<file path="src/tfcs_pkg.sv">
package tfcs_pkg;

    localparam int FRAME_W = 22;
    localparam int NOW_W   = 63;
    localparam int DLY_W   = 24;
    localparam int CFG_DW  = 24;
    localparam int CFG_AW  = 2;

    typedef struct packed {
        logic [1:0]         operation;
        logic [FRAME_W-1:0] frame_number;
        logic [NOW_W-1:0]   now_ns;
    } t_req;

    typedef struct packed {
        logic               kind;
        logic [FRAME_W-1:0] event_frame;
        logic               timer_armed;
        logic [DLY_W-1:0]   timer_delay_us;
        logic               synced;
        logic [2:0]         status;
        logic               last;
    } t_rsp;

    localparam logic [1:0] OP_CLOCK = 2'd0;
    localparam logic [1:0] OP_TIMER = 2'd1;
    localparam logic [1:0] OP_RESET = 2'd2;

    localparam logic [2:0] ST_NORMAL     = 3'd0;
    localparam logic [2:0] ST_INIT_SYNC  = 3'd1;
    localparam logic [2:0] ST_FRAME_SKEW = 3'd2;
    localparam logic [2:0] ST_TIME_SKEW  = 3'd3;
    localparam logic [2:0] ST_LOSS       = 3'd4;
    localparam logic [2:0] ST_AHEAD      = 3'd5;
    localparam logic [2:0] ST_RESET      = 3'd6;
    localparam logic [2:0] ST_IGNORED    = 3'd7;

    localparam logic [CFG_AW-1:0] REG_PERIOD_NS = 2'd0;
    localparam logic [CFG_AW-1:0] REG_PERIOD_US = 2'd1;
    localparam logic [CFG_AW-1:0] REG_LOSS      = 2'd2;

    localparam logic [23:0] RST_PERIOD_NS = 24'd4615384;
    localparam logic [15:0] RST_PERIOD_US = 16'd4615;
    localparam logic [15:0] RST_LOSS      = 16'd400;

endpackage

</file>
<file path="src/tfcs_cdiv.sv">
module tfcs_cdiv #(
    parameter int W   = 22,
    parameter int DIV = 2715648
) (
    input  logic                     i_clk,
    input  logic                     i_rst_n,
    input  logic                     i_start,
    input  logic [W-1:0]             i_dividend,
    output logic                     o_done,
    output logic [$clog2(DIV)-1:0]   o_rem
);
    localparam int RW = $clog2(DIV);
    localparam int QB = (W + 1 - RW > 0) ? W + 1 - RW : 1;
    localparam int KW = (QB > 1) ? $clog2(QB) : 1;
    localparam logic [W:0] DIVC = (W + 1)'(DIV);

    logic          r_busy;
    logic          r_done;
    logic [KW-1:0] r_k;
    logic [W:0]    r_val;
    logic [W:0]    w_sub;
    logic          w_ge;

    // one compare and subtract of a shifted divisor per cycle
    assign w_sub = DIVC << r_k;
    assign w_ge  = r_val >= w_sub;

    always_ff @(posedge i_clk) begin
        if (!i_rst_n) begin
            r_busy <= 1'b0;
            r_done <= 1'b0;
        end else begin
            r_done <= 1'b0;
            if (i_start) begin
                r_busy <= 1'b1;
                r_k    <= KW'(QB - 1);
                r_val  <= {1'b0, i_dividend};
            end else if (r_busy) begin
                if (w_ge) r_val <= r_val - w_sub;
                if (r_k == '0) begin
                    r_busy <= 1'b0;
                    r_done <= 1'b1;
                end else begin
                    r_k <= r_k - 1'b1;
                end
            end
        end
    end

    assign o_done = r_done;
    assign o_rem  = r_val[RW-1:0];
endmodule

</file>
<file path="src/tfcs_front.sv">
module tfcs_front #(
    parameter int HYPERFRAME = 2715648
) (
    input  logic          i_clk,
    input  logic          i_rst_n,
    input  logic          i_push,
    input  tfcs_pkg::t_req i_req,
    output logic          o_full,
    output logic          o_q_push,
    output tfcs_pkg::t_req o_q_data,
    input  logic          i_q_full
);
    import tfcs_pkg::*;

    localparam int RW = $clog2(HYPERFRAME);

    typedef enum logic [1:0] {F_IDLE, F_DIV, F_PUSH} t_fstate;

    t_fstate r_state;
    t_req    r_item;
    logic    w_start;
    logic    w_done;
    logic [RW-1:0] w_rem;

    assign w_start = (r_state == F_IDLE) && i_push;

    tfcs_cdiv #(.W(FRAME_W), .DIV(HYPERFRAME)) u_mod (
        .i_clk      (i_clk),
        .i_rst_n    (i_rst_n),
        .i_start    (w_start),
        .i_dividend (i_req.frame_number),
        .o_done     (w_done),
        .o_rem      (w_rem)
    );

    always_ff @(posedge i_clk) begin
        if (!i_rst_n) begin
            r_state <= F_IDLE;
        end else begin
            unique case (r_state)
                F_IDLE: begin
                    if (i_push) begin
                        r_item  <= i_req;
                        r_state <= F_DIV;
                    end
                end
                F_DIV: begin
                    if (w_done) begin
                        r_item.frame_number <= FRAME_W'(w_rem);
                        r_state <= F_PUSH;
                    end
                end
                F_PUSH: begin
                    if (!i_q_full) r_state <= F_IDLE;
                end
                default: r_state <= F_IDLE;
            endcase
        end
    end

    assign o_full   = r_state != F_IDLE;
    assign o_q_push = (r_state == F_PUSH) && !i_q_full;
    assign o_q_data = r_item;
endmodule

</file>
<file path="src/tfcs_queue.sv">
module tfcs_queue #(
    parameter int DEPTH = 2
) (
    input  logic          i_clk,
    input  logic          i_rst_n,
    input  logic          i_push,
    input  tfcs_pkg::t_req i_data,
    output logic          o_full,
    input  logic          i_pop,
    output tfcs_pkg::t_req o_data,
    output logic          o_empty
);
    import tfcs_pkg::*;

    localparam int PW = (DEPTH > 1) ? $clog2(DEPTH) : 1;
    localparam int CW = $clog2(DEPTH + 1);

    t_req          r_mem [DEPTH];
    logic [PW-1:0] r_wp;
    logic [PW-1:0] r_rp;
    logic [CW-1:0] r_cnt;
    logic          w_wr;
    logic          w_rd;

    assign w_wr = i_push && !o_full;
    assign w_rd = i_pop && !o_empty;

    always_ff @(posedge i_clk) begin
        if (!i_rst_n) begin
            r_wp  <= '0;
            r_rp  <= '0;
            r_cnt <= '0;
        end else begin
            if (w_wr) begin
                r_mem[r_wp] <= i_data;
                r_wp <= (r_wp == PW'(DEPTH - 1)) ? '0 : r_wp + 1'b1;
            end
            if (w_rd) r_rp <= (r_rp == PW'(DEPTH - 1)) ? '0 : r_rp + 1'b1;
            if (w_wr && !w_rd) r_cnt <= r_cnt + 1'b1;
            else if (w_rd && !w_wr) r_cnt <= r_cnt - 1'b1;
        end
    end

    assign o_full  = r_cnt == CW'(DEPTH);
    assign o_empty = r_cnt == '0;
    assign o_data  = r_mem[r_rp];
endmodule

</file>
<file path="src/tfcs_back.sv">
module tfcs_back #(
    parameter int MAX_SKEW   = 50,
    parameter int HYPERFRAME = 2715648
) (
    input  logic                            i_clk,
    input  logic                            i_rst_n,
    input  logic                            i_cfg_we,
    input  logic [tfcs_pkg::CFG_AW-1:0]     i_cfg_addr,
    input  logic [tfcs_pkg::CFG_DW-1:0]     i_cfg_wdata,
    input  logic                            i_q_empty,
    input  tfcs_pkg::t_req                  i_q_data,
    output logic                            o_q_pop,
    output logic                            o_empty,
    input  logic                            i_pop,
    output tfcs_pkg::t_rsp                  o_rsp
);
    import tfcs_pkg::*;

    localparam int BW = $clog2(MAX_SKEW + 1);
    localparam logic [22:0] HF    = 23'(HYPERFRAME);
    localparam logic [22:0] HHALF = 23'(HYPERFRAME / 2);
    localparam logic [22:0] MSK   = 23'(MAX_SKEW);
    localparam logic [FRAME_W-1:0] PF_LAST = FRAME_W'(HYPERFRAME - 1);
    // x / 1000 == (x * RECIP_1000) >> 38 for any 32-bit x
    localparam logic [28:0] RECIP_1000 = 29'd274877907;

    typedef enum logic [3:0] {
        B_IDLE, B_CLASS, B_FRAME, B_RESYNC, B_AHEAD, B_AHEAD2, B_CATCH,
        B_THR, B_SKEW, B_DIVW, B_TICK, B_DONE
    } t_bstate;

    t_bstate r_state;
    logic [23:0] r_cfg_ns;
    logic [15:0] r_cfg_us;
    logic [15:0] r_cfg_loss;

    logic               r_sync;
    logic [FRAME_W-1:0] r_pf;
    logic [15:0]        r_lost;
    logic [63:0]        r_ref;
    logic               r_armed;

    logic [1:0]         r_op;
    logic [FRAME_W-1:0] r_fn;
    logic [NOW_W-1:0]   r_now;
    logic [DLY_W-1:0]   r_delay;
    logic [2:0]         r_status;
    logic [22:0]        r_diff;
    logic [BW-1:0]      r_back;
    logic [BW+23:0]     r_prodns;
    logic               r_dneg;
    logic [63:0]        r_d;
    logic [22:0]        r_pms;
    logic [31:0]        r_thr;
    logic [60:0]        r_prod;
    logic signed [23:0] r_el;

    logic               r_out_v;
    t_rsp               r_out;

    logic [15:0]        w_p;
    logic               w_out_free;
    logic               w_load;
    logic [22:0]        w_sum;
    logic [22:0]        w_neg;
    logic [FRAME_W-1:0] w_pf_inc;
    logic [64:0]        w_dsub;
    logic               w_over;
    logic signed [23:0] w_ps;
    logic signed [23:0] w_half;
    t_rsp               w_ev;
    t_rsp               w_rs;

    assign w_p        = (r_cfg_us == '0) ? 16'd1 : r_cfg_us;
    assign w_out_free = !r_out_v || i_pop;
    assign w_sum      = 23'(r_fn) + HF - 23'(r_pf);
    assign w_neg      = HF - r_diff;
    assign w_pf_inc   = (r_pf == PF_LAST) ? '0 : r_pf + 1'b1;
    assign w_dsub     = {2'b00, r_now} - {1'b0, r_ref};
    assign w_over     = r_dneg || (|r_d[63:32]) || (r_d[31:0] >= r_thr);
    assign w_ps       = $signed({8'b0, w_p});
    assign w_half     = $signed({9'b0, w_p[15:1]});
    assign w_load     = w_out_free && ((r_state == B_RESYNC) || (r_state == B_DONE) ||
                        (r_state == B_CATCH && r_pf != r_fn) ||
                        (r_state == B_TICK && r_el > w_half));

    always_comb begin
        w_ev                = '0;
        w_ev.kind           = 1'b0;
        w_ev.event_frame    = w_pf_inc;
        w_ev.synced         = 1'b1;
        w_ev.status         = ST_NORMAL;
        w_rs                = w_ev;
        w_rs.event_frame    = r_fn;
    end

    always_ff @(posedge i_clk) begin
        if (!i_rst_n) begin
            r_state    <= B_IDLE;
            r_cfg_ns   <= RST_PERIOD_NS;
            r_cfg_us   <= RST_PERIOD_US;
            r_cfg_loss <= RST_LOSS;
            r_sync     <= 1'b0;
            r_pf       <= '0;
            r_lost     <= '0;
            r_ref      <= '0;
            r_armed    <= 1'b0;
            r_out_v    <= 1'b0;
        end else begin
            if (i_cfg_we) begin
                unique case (i_cfg_addr)
                    REG_PERIOD_NS: r_cfg_ns   <= i_cfg_wdata;
                    REG_PERIOD_US: r_cfg_us   <= i_cfg_wdata[15:0];
                    REG_LOSS:      r_cfg_loss <= i_cfg_wdata[15:0];
                    default: ;
                endcase
            end
            if (w_load) r_out_v <= 1'b1;
            else if (i_pop) r_out_v <= 1'b0;

            unique case (r_state)
                B_IDLE: begin
                    if (!i_q_empty) begin
                        r_op     <= i_q_data.operation;
                        r_fn     <= i_q_data.frame_number;
                        r_now    <= i_q_data.now_ns;
                        r_delay  <= '0;
                        r_status <= ST_IGNORED;
                        r_state  <= B_CLASS;
                    end
                end
                B_CLASS: begin
                    unique case (r_op)
                        OP_CLOCK: begin
                            r_lost <= '0;
                            if (!r_sync) begin
                                r_status <= ST_INIT_SYNC;
                                r_state  <= B_RESYNC;
                            end else begin
                                r_diff  <= (w_sum >= HF) ? w_sum - HF : w_sum;
                                r_state <= B_FRAME;
                            end
                        end
                        OP_TIMER: begin
                            if (!r_armed) begin
                                r_state <= B_DONE;
                            end else begin
                                if (r_lost != 16'hFFFF) r_lost <= r_lost + 1'b1;
                                if (r_lost == r_cfg_loss) begin
                                    r_sync   <= 1'b0;
                                    r_armed  <= 1'b0;
                                    r_status <= ST_LOSS;
                                    r_state  <= B_DONE;
                                end else begin
                                    r_dneg  <= w_dsub[64];
                                    r_d     <= w_dsub[63:0];
                                    r_pms   <= 23'(w_p * 23'(MAX_SKEW));
                                    r_state <= B_THR;
                                end
                            end
                        end
                        OP_RESET: begin
                            r_sync   <= 1'b0;
                            r_armed  <= 1'b0;
                            r_pf     <= '0;
                            r_lost   <= '0;
                            r_status <= ST_RESET;
                            r_state  <= B_DONE;
                        end
                        default: r_state <= B_DONE;
                    endcase
                end
                B_FRAME: begin
                    if ((r_diff < HHALF && r_diff > MSK) ||
                        (r_diff >= HHALF && w_neg > MSK)) begin
                        r_status <= ST_FRAME_SKEW;
                        r_state  <= B_RESYNC;
                    end else if (r_diff >= HHALF) begin
                        r_back  <= BW'(w_neg);
                        r_state <= B_AHEAD;
                    end else begin
                        r_ref    <= {1'b0, r_now};
                        r_armed  <= 1'b1;
                        r_delay  <= DLY_W'(w_p);
                        r_status <= ST_NORMAL;
                        r_state  <= B_CATCH;
                    end
                end
                B_RESYNC: begin
                    if (w_out_free) begin
                        r_out             <= w_rs;
                        r_sync            <= 1'b1;
                        r_pf              <= r_fn;
                        r_ref             <= {1'b0, r_now};
                        r_armed           <= 1'b1;
                        r_delay           <= DLY_W'(w_p);
                        r_state           <= B_DONE;
                    end
                end
                B_AHEAD: begin
                    r_prodns <= r_back * r_cfg_ns;
                    r_delay  <= DLY_W'(w_p) * DLY_W'(r_back + 1'b1);
                    r_state  <= B_AHEAD2;
                end
                B_AHEAD2: begin
                    r_ref    <= {1'b0, r_now} + 64'(r_prodns);
                    r_armed  <= 1'b1;
                    r_status <= ST_AHEAD;
                    r_state  <= B_DONE;
                end
                B_CATCH: begin
                    if (r_pf == r_fn) begin
                        r_state <= B_DONE;
                    end else if (w_out_free) begin
                        r_out   <= w_ev;
                        r_pf    <= w_pf_inc;
                    end
                end
                B_THR: begin
                    r_thr   <= 32'((42'(r_pms) + 42'd1) * 42'd1000);
                    r_state <= B_SKEW;
                end
                B_SKEW: begin
                    if (w_over) begin
                        r_sync   <= 1'b0;
                        r_armed  <= 1'b0;
                        r_status <= ST_TIME_SKEW;
                        r_state  <= B_DONE;
                    end else begin
                        r_prod  <= r_d[31:0] * RECIP_1000;
                        r_state <= B_DIVW;
                    end
                end
                B_DIVW: begin
                    r_el    <= $signed({1'b0, r_prod[60:38]});
                    r_state <= B_TICK;
                end
                B_TICK: begin
                    if (r_el > w_half) begin
                        if (w_out_free) begin
                            r_out   <= w_ev;
                            r_pf    <= w_pf_inc;
                            r_ref   <= r_ref + 64'(r_cfg_ns);
                            r_el    <= r_el - w_ps;
                        end
                    end else begin
                        r_delay  <= DLY_W'(w_ps - r_el);
                        r_status <= ST_NORMAL;
                        r_state  <= B_DONE;
                    end
                end
                B_DONE: begin
                    if (w_out_free) begin
                        r_out.kind           <= 1'b1;
                        r_out.event_frame    <= r_pf;
                        r_out.timer_armed    <= r_armed;
                        r_out.timer_delay_us <= r_armed ? r_delay : '0;
                        r_out.synced         <= r_sync;
                        r_out.status         <= r_status;
                        r_out.last           <= 1'b1;
                        r_state              <= B_IDLE;
                    end
                end
                default: r_state <= B_IDLE;
            endcase
        end
    end

    assign o_q_pop = (r_state == B_IDLE) && !i_q_empty;
    assign o_empty = !r_out_v;
    assign o_rsp   = r_out;
endmodule

</file>
<file path="src/tdma_frame_clock_sync.sv">
// TDMA frame clock synchronizer. Requests enter through a push/full port; the
// front end reduces the frame number modulo the hyperframe by compare and
// subtract (one step for the default hyperframe, one more per extra quotient
// bit for a smaller one), so it stays busy after each accepted request until it
// has handed the request through a two-entry queue to the back end, which
// updates the sync state and emits results through a pop/empty output
// register. In the back end a resync, an in-range clock indication, a clock
// running ahead and a timer expiry each pass through their own states, while
// loss, reset and ignored requests go straight to the result; in-range clock
// indications and timer expiries also emit frame events one at a time (the
// divide by 1000 is a reciprocal multiply). Results stall only when the output
// register is not popped. Configuration writes take effect at once and are
// expected only while no request is in flight.
module tdma_frame_clock_sync #(
    parameter int MAX_SKEW   = 50,
    parameter int HYPERFRAME = 2715648
) (
    input  logic                        i_clk,
    input  logic                        i_rst_n,
    input  logic                        i_push,
    input  tfcs_pkg::t_req              i_req,
    output logic                        o_full,
    output logic                        o_empty,
    input  logic                        i_pop,
    output tfcs_pkg::t_rsp              o_rsp,
    input  logic                        i_cfg_we,
    input  logic [tfcs_pkg::CFG_AW-1:0] i_cfg_addr,
    input  logic [tfcs_pkg::CFG_DW-1:0] i_cfg_wdata
);
    import tfcs_pkg::*;

    logic w_q_push;
    logic w_q_full;
    logic w_q_pop;
    logic w_q_empty;
    t_req w_q_in;
    t_req w_q_out;

    tfcs_front #(.HYPERFRAME(HYPERFRAME)) u_front (
        .i_clk    (i_clk),
        .i_rst_n  (i_rst_n),
        .i_push   (i_push),
        .i_req    (i_req),
        .o_full   (o_full),
        .o_q_push (w_q_push),
        .o_q_data (w_q_in),
        .i_q_full (w_q_full)
    );

    tfcs_queue #(.DEPTH(2)) u_queue (
        .i_clk   (i_clk),
        .i_rst_n (i_rst_n),
        .i_push  (w_q_push),
        .i_data  (w_q_in),
        .o_full  (w_q_full),
        .i_pop   (w_q_pop),
        .o_data  (w_q_out),
        .o_empty (w_q_empty)
    );

    tfcs_back #(.MAX_SKEW(MAX_SKEW), .HYPERFRAME(HYPERFRAME)) u_back (
        .i_clk       (i_clk),
        .i_rst_n     (i_rst_n),
        .i_cfg_we    (i_cfg_we),
        .i_cfg_addr  (i_cfg_addr),
        .i_cfg_wdata (i_cfg_wdata),
        .i_q_empty   (w_q_empty),
        .i_q_data    (w_q_out),
        .o_q_pop     (w_q_pop),
        .o_empty     (o_empty),
        .i_pop       (i_pop),
        .o_rsp       (o_rsp)
    );
endmodule

</file>
<file path="config.mk">
export PLATFORM = sky130hd
export DESIGN_NAME = tdma_frame_clock_sync
export DESIGN_NICKNAME = d
export VERILOG_FILES = /design/src/tfcs_pkg.sv /design/src/tfcs_cdiv.sv /design/src/tfcs_front.sv /design/src/tfcs_queue.sv /design/src/tfcs_back.sv /design/src/tdma_frame_clock_sync.sv
export SDC_FILE = /design/constraint.sdc
export NUM_CORES = 2
export LEC_CHECK = 0
export BUFFER_PORTS_ARGS = -buffer_cell sky130_fd_sc_hd__buf_2
export CORE_MARGIN = 2
export CORE_UTILIZATION = 30
export DETAILED_ROUTE_END_ITERATION = 10
export GPL_ROUTABILITY_DRIVEN = 0
export PLACE_DENSITY = 0.42
export REMOVE_ABC_BUFFERS = 1
export SETUP_SLACK_MARGIN = 0.4
export SLEW_MARGIN = 20
export SYNTH_ARGS = -nofsm -noshare
export SYNTH_HDL_FRONTEND = slang
export SYNTH_HIERARCHICAL = 1
export SYNTH_SLANG_ARGS = --single-unit
</file>
<file path="constraint.sdc">
create_clock -name i_clk -period 22.8 [get_ports i_clk]
set_input_delay 2.28 -clock i_clk [delete_from_list [all_inputs] [get_ports i_clk]]
set_output_delay 2.28 -clock i_clk [all_outputs]
set_load 0.03 [all_outputs]
</file>
; ---- After elaboration in Yosys (flattened, before gate mapping)
; Memory sizes are Yosys's and may differ from the RTL's. A register that Yosys moved wholly into a read port is not among the register bits.
; Index checks and enable logic that the tools add are counted.
[totals]
register_bits = 623
mem_bits_rw = 174
output_inout_bits = 55
memories = 1
input_bits = 118
[op_classes]
n_shift = 1
mux = 94
bitwise = 6
multipliers = 5
n_lt_le_gt_ge = 8
n_addsub = 19
n_reduce_logical = 73
eq_ne = 46
[mem_list]
columns = name, depth, width, rd, rd_clocked_by_memory_dff, wr, line
row1 = u_queue.r_mem, 2, 87, 1, 1, 1, tfcs_queue.sv:18  ; t_req r_mem [DEPTH];
[ops]
columns = op, count
row1 = two-way mux 64 bit, 5
row2 = two-way mux 53 bit, 5
row3 = one-hot mux 64 bit (4 select lines), 1
row4 = one-hot mux 53 bit (4 select lines), 1
row5 = two-way mux 24 bit, 8
row6 = two-way mux 22 bit, 8
row7 = one-hot mux 24 bit (5 select lines), 1
row8 = one-hot mux 22 bit (4 select lines), 1
row9 = two-way mux 85 bit, 1
row10 = two-way mux 23 bit, 3
row11 = subtractor 63 x 64 -> 65 bit, 1
row12 = adder 63 x 30 -> 64 bit, 1
row13 = adder 64 x 24 -> 64 bit, 1
row14 = multiplier 32 x 29 -> 61 bit (second input constant), 1
row15 = two-way mux 16 bit, 3
row16 = one-hot mux 24 bit (2 select lines), 1
row17 = one-hot mux 4 bit (12 select lines), 1
row18 = greater-than comparator 23 x 6 -> 1 bit (second input constant), 2
row19 = one-hot mux 22 bit (2 select lines), 1
row20 = multiplier 42 x 7 -> 29 bit (second input constant), 1
row21 = greater-or-equal comparator 32 bit, 1
row22 = two-way mux 4 bit, 8
row23 = one-hot mux 16 bit (2 select lines), 1
row24 = OR reduction 32 bit, 1
row25 = 71 further kinds, 194

; ---- Logic depth before layout (Yosys ltp)
[logic_depth]
ltp_word = 8
depth_mapped = 29
mapped_depth_nobuf = 28

; ---- By module
; The synthesis kept the hierarchy.
[modules_own_cells]
columns = module, area_per_inst_um2, cells_each, seq_area_each_um2, instances
row1 = tfcs_back, 59687.2, 6324, 14894.3, 1
row2 = tfcs_queue, 6515.0, 296, 5325.1, 1
row3 = tfcs_front, 3196.8, 179, 2652.5, 1
row4 = tfcs_cdiv, 1356.3, 113, 730.7, 1

; ---- Least setup slack after synthesis
; No wires, ideal clock.
[synth_path]
path_kind = input -> register
start = in i_rst_n
end = mem u_queue/r_mem[0][0] (netlist bit), enable pin
cell_stages = 1
path_buffers = 0
setup_ns = 0.777
setup_slack_ns = 10.967
required_time_ns = 22.023
arrival_time_ns = 11.056
path_cell_list = nor4b_1
[synth_via]
elab_chain_cells = 2
[synth_rtl]
columns = element, line
row1 = "start, declared", tdma_frame_clock_sync.sv:19  ; input logic i_rst_n,
row2 = two-way mux 1 bit, tfcs_queue.sv:29  ; if (!i_rst_n) begin
row3 = two-way mux 1 bit (not written as such), tfcs_queue.sv:35  ; r_mem[r_wp] <= i_data;
row4 = "end, declared", tfcs_queue.sv:18
; No other way between the ends.

; ---- Final worst setup path
[layout_path]
start = reg u_back.r_d[18]
end = reg u_back.r_prod[59], data pin
[layout_via]
elab_chain_cells = 1
[layout_rtl]
columns = element, line
row1 = "start, declared", tfcs_back.sv:52  ; logic [63:0] r_d;
row2 = "start signal, assigned", tfcs_back.sv:156  ; r_d <= w_dsub[63:0];
row3 = multiplier 32 x 29 -> 61 bit, tfcs_back.sv:230  ; r_prod <= r_d[31:0] * RECIP_1000;
row4 = "end signal, assigned", tfcs_back.sv:230
row5 = "end, declared", tfcs_back.sv:55  ; logic [60:0] r_prod;
; No other way between the ends.
; A chain may end at the register's enable or synchronous reset.

==> impl_metrics.env <==
export IMPL_status="completed"
export IMPL_finalPower_mw=3.73
export IMPL_setup_viol=0
export IMPL_synthTopCellsByCount="1016 x inv_1, 838 x ha_1, 670 x edfxtp_1, 577 x nand2_1, 548 x fa_1"
export IMPL_ys_warn_count=6
export IMPL_worst_slew_pin_slew_ps=1090
export IMPL_synth_most_common_cell="inv_1"
export IMPL_layout_setup_ws_ps=13670
export IMPL_end_kind="flip-flop"
export IMPL_vias=50617
export IMPL_place_hpwl_um=167000
export IMPL_critPathMaxStageDelay_ps=890
export IMPL_netlist_area_um2=70800
export IMPL_initialDrtViolationCount=3030
export IMPL_power_density_nw_per_um2=47.4
export IMPL_syn_area_per_cell_um2=10.2
export IMPL_async_flop_share_pct=0
export IMPL_postCtsResizedCells=0
export IMPL_port_buffers=172
export IMPL_vias_per_cell=4.93
export IMPL_crit_slowest_cell="nor4_1"
export IMPL_worstPathArrival_ps=9650
export IMPL_hold_class="flip-flop to flip-flop"
export IMPL_drive_above_1_share_pct=8.54
export IMPL_die_h_um=490
export IMPL_final_util_pct=33.5
export IMPL_holdWs_ps=442
export IMPL_root_buffer="clkbuf_16"
export IMPL_maxCapViolCount=0
export IMPL_final_nets=8538
export IMPL_ys_seq_elements=844
export IMPL_start_util_pct=30.1
export IMPL_core_area_um2=235000
export IMPL_placedCellCount=10080
export IMPL_postLayoutCellArea_um2=78700
export IMPL_critical_path_buf_inv_count=4
export IMPL_firstDrtPassIters=6
export IMPL_fp_dieArea_um2=240000
export IMPL_cts_buffers=102
export IMPL_synth_top_flop_cell="edfxtp_1"
export IMPL_yosys_cell_types_count=107
export IMPL_core_rowCount=178
export IMPL_die_x_um=490
export IMPL_synth_top_area_share_pct=28.4
export IMPL_drc=0
export IMPL_final_min_clock_period_ps=9130
export IMPL_period_share_pct=40.0
export IMPL_clock_latency_ps=790
export IMPL_area_growth_syn_to_layout_pct=11.3
export IMPL_clk_pin_slew_ps=60
export IMPL_io_pins=173
export IMPL_synth_top_cell_by_area="edfxtp_1"
export IMPL_yosysSeqAreaShare_pct=33.4
export IMPL_wire_per_inst_um=20.8
export IMPL_grt_pass1_vias=52326
export IMPL_rsz0062_at_grt="no"
export IMPL_cpMostUsedCell="fa_1"
export IMPL_finalMaxSlewViolations=0
export IMPL_diodes=0
export IMPL_cts_max_path_buffers=3
export IMPL_ant_nets=0
export IMPL_instances_no_fill=10271
export IMPL_grt_usage_pct=17.9
export IMPL_tns_ps=0
export IMPL_power_leakage_nw=33.4
export IMPL_maxSlewHeadroom_pct=26.8
export IMPL_cp_max_fo=11
export IMPL_wirelength_um=213000
export IMPL_vdd_drop_max_v=0.0000693
export IMPL_crit_chain="ha_1, fa_1, fa_1, inv_1, fa_1, inv_1, fa_1, fa_1, fa_1, inv_1, fa_1, inv_1, ha_1, nand4_1, nor4_1, nand2_1, a221oi_2, o21a_1, a311oi_4, o31a_2, o31ai_1, a41o_1, o21ai_0, nor2b_1"
export IMPL_cts_sinks=844
export IMPL_crit_path_start_kind="flip-flop"
export IMPL_ctsHoldBuffers=0
export IMPL_dpl_instance_area_um2=75200
export IMPL_hold_viol=0
export IMPL_postSynthCellCount=6912
export IMPL_synth_area_leaders="edfxtp_1 28%, fa_1 16%, ha_1 15%, inv_1 5.4%, dfxtp_1 4.9%"
export IMPL_fin_skew_ps=72.5
export IMPL_post_cts_setup_buffers=0
export IMPL_grt_overflow=0
export IMPL_required_ps=23320
export IMPL_critPathTopFamily="adder cells"
export IMPL_synth_edff_count=670
export IMPL_tritoncts="yes"
export IMPL_h_tree_depth=3
export IMPL_critical_path_class="flip-flop to flip-flop"
export IMPL_pre_cts_ws_ps=13690
export IMPL_grt_pass1_wl_um=329000
export IMPL_timing_fmax_mhz=110
export IMPL_antenna_found_initial=8
export IMPL_grt_max_degree=67
==> final cells by class <==
type,count,area [um^2]
timing repair buffer,238,1360
multi-input combinational,4832,42500
tap,3150,3940
sequential,844,23600
clock inverter,70,857
clock buffer,121,2700
fill,23868,156000
inverter,1016,3820
==> worst reg2reg max path: stages (launching register included) <==
cell and delay (ps):
edfxtp_1 810, ha_1 370, fa_1 460, fa_1 560, inv_1 60, fa_1 500
inv_1 50, fa_1 520, fa_1 450, fa_1 550, inv_1 50, fa_1 500
inv_1 40, ha_1 330, nand4_1 150, nor4_1 890, nand2_1 150, a221oi_2 570
o21a_1 410, a311oi_4 170, o31a_2 390, o31ai_1 370, a41o_1 260, o21ai_0 110
nor2b_1 160
==> state kept, by name, summed over array words and instances (netlist names), 24 cells and up, named ones only <==
signal,count
u_back/r_d,64
u_back/r_el,24
u_front/o_q_data,87
u_queue/r_mem,174
u_back/r_delay,24
u_back/r_ref,64
u_back/o_rsp,52
u_back/r_now,63
u_back/r_cfg_ns,24
u_back/r_thr,28
u_back/r_prodns,30
==> where the power goes <==
group          leakage [nW]  total, mW  internal, mW  switching (mW)
clock network          1.72       1.73          1.01           0.721
registers              7.41       1.69          1.68          0.0172
logic                  24.3      0.308         0.123           0.185
total                  33.4       3.73          2.81           0.923
==> cells in the final DEF (no fill, tap or decap), types with 40 or more instances in the layout <==
master	n
buf_4	67
o21ai_0	267
o21bai_1	47
a211oi_1	59
inv_1	1014
nor2_1	361
xor2_1	128
and3_1	91
mux2_2	99
nor3_1	95
clkbuf_16	104
fa_1	548
a21o_1	129
a21oi_1	364
buf_2	171
dfxtp_1	173
nand2_1	576
xnor2_1	192
and2_1	47
o211ai_1	50
o21a_1	40
nand2b_1	51
ha_1	838
a31oi_1	50
nor4_1	50
nand3_1	131
edfxtp_1	670
nand4_1	57
==> path summary, 6_finish.rpt <==
check	from	slack, ps	cells past startpoint	end
setup reg to reg	u_back/r_d[18]$_DFFE_PP_	13670	24	u_back/r_prod[59]$_DFFE_PP_
hold / removal	u_front/o_q_data[43]$_DFFE_PP_	440	0	u_queue/r_mem[0][43]$_DFFE_PP_
setup / recovery	u_back/r_d[18]$_DFFE_PP_	13670	24	u_back/r_prod[59]$_DFFE_PP_
hold reg to reg	u_front/o_q_data[43]$_DFFE_PP_	440	0	u_queue/r_mem[0][43]$_DFFE_PP_
==> per-layer routing <==
metal  part of all wire (%)  track usage [%]  up-vias
li1                       -                -    24272
met1                     47             24.9    25207
met2                     47             29.8      934
met3                    3.4             1.66      204
met4                    2.1             4.39        0
met5                      0                0        -
==> logic make-up (layout without fill, tap and decap cells) <==
| family | Yosys count | in the layout | synth area share, % |
|---|---|---|---|
| adder cells (fa/ha/maj) | 1387 | 1387 | 30.3 |
| flip-flops | 844 | 844 | 33.4 |
| XOR/XNOR | 320 | 320 | 3.96 |
| AO/OA/AOI/OAI | 1335 | 1335 | 12.4 |
| multiplexers | 118 | 118 | 1.85 |
| buffers and inverters | 1236 | 1445 | 6.81 |
| AND/OR/NAND/NOR | 1672 | 1672 | 11.3 |
Note: power is estimated with default switching activity, not from simulation.
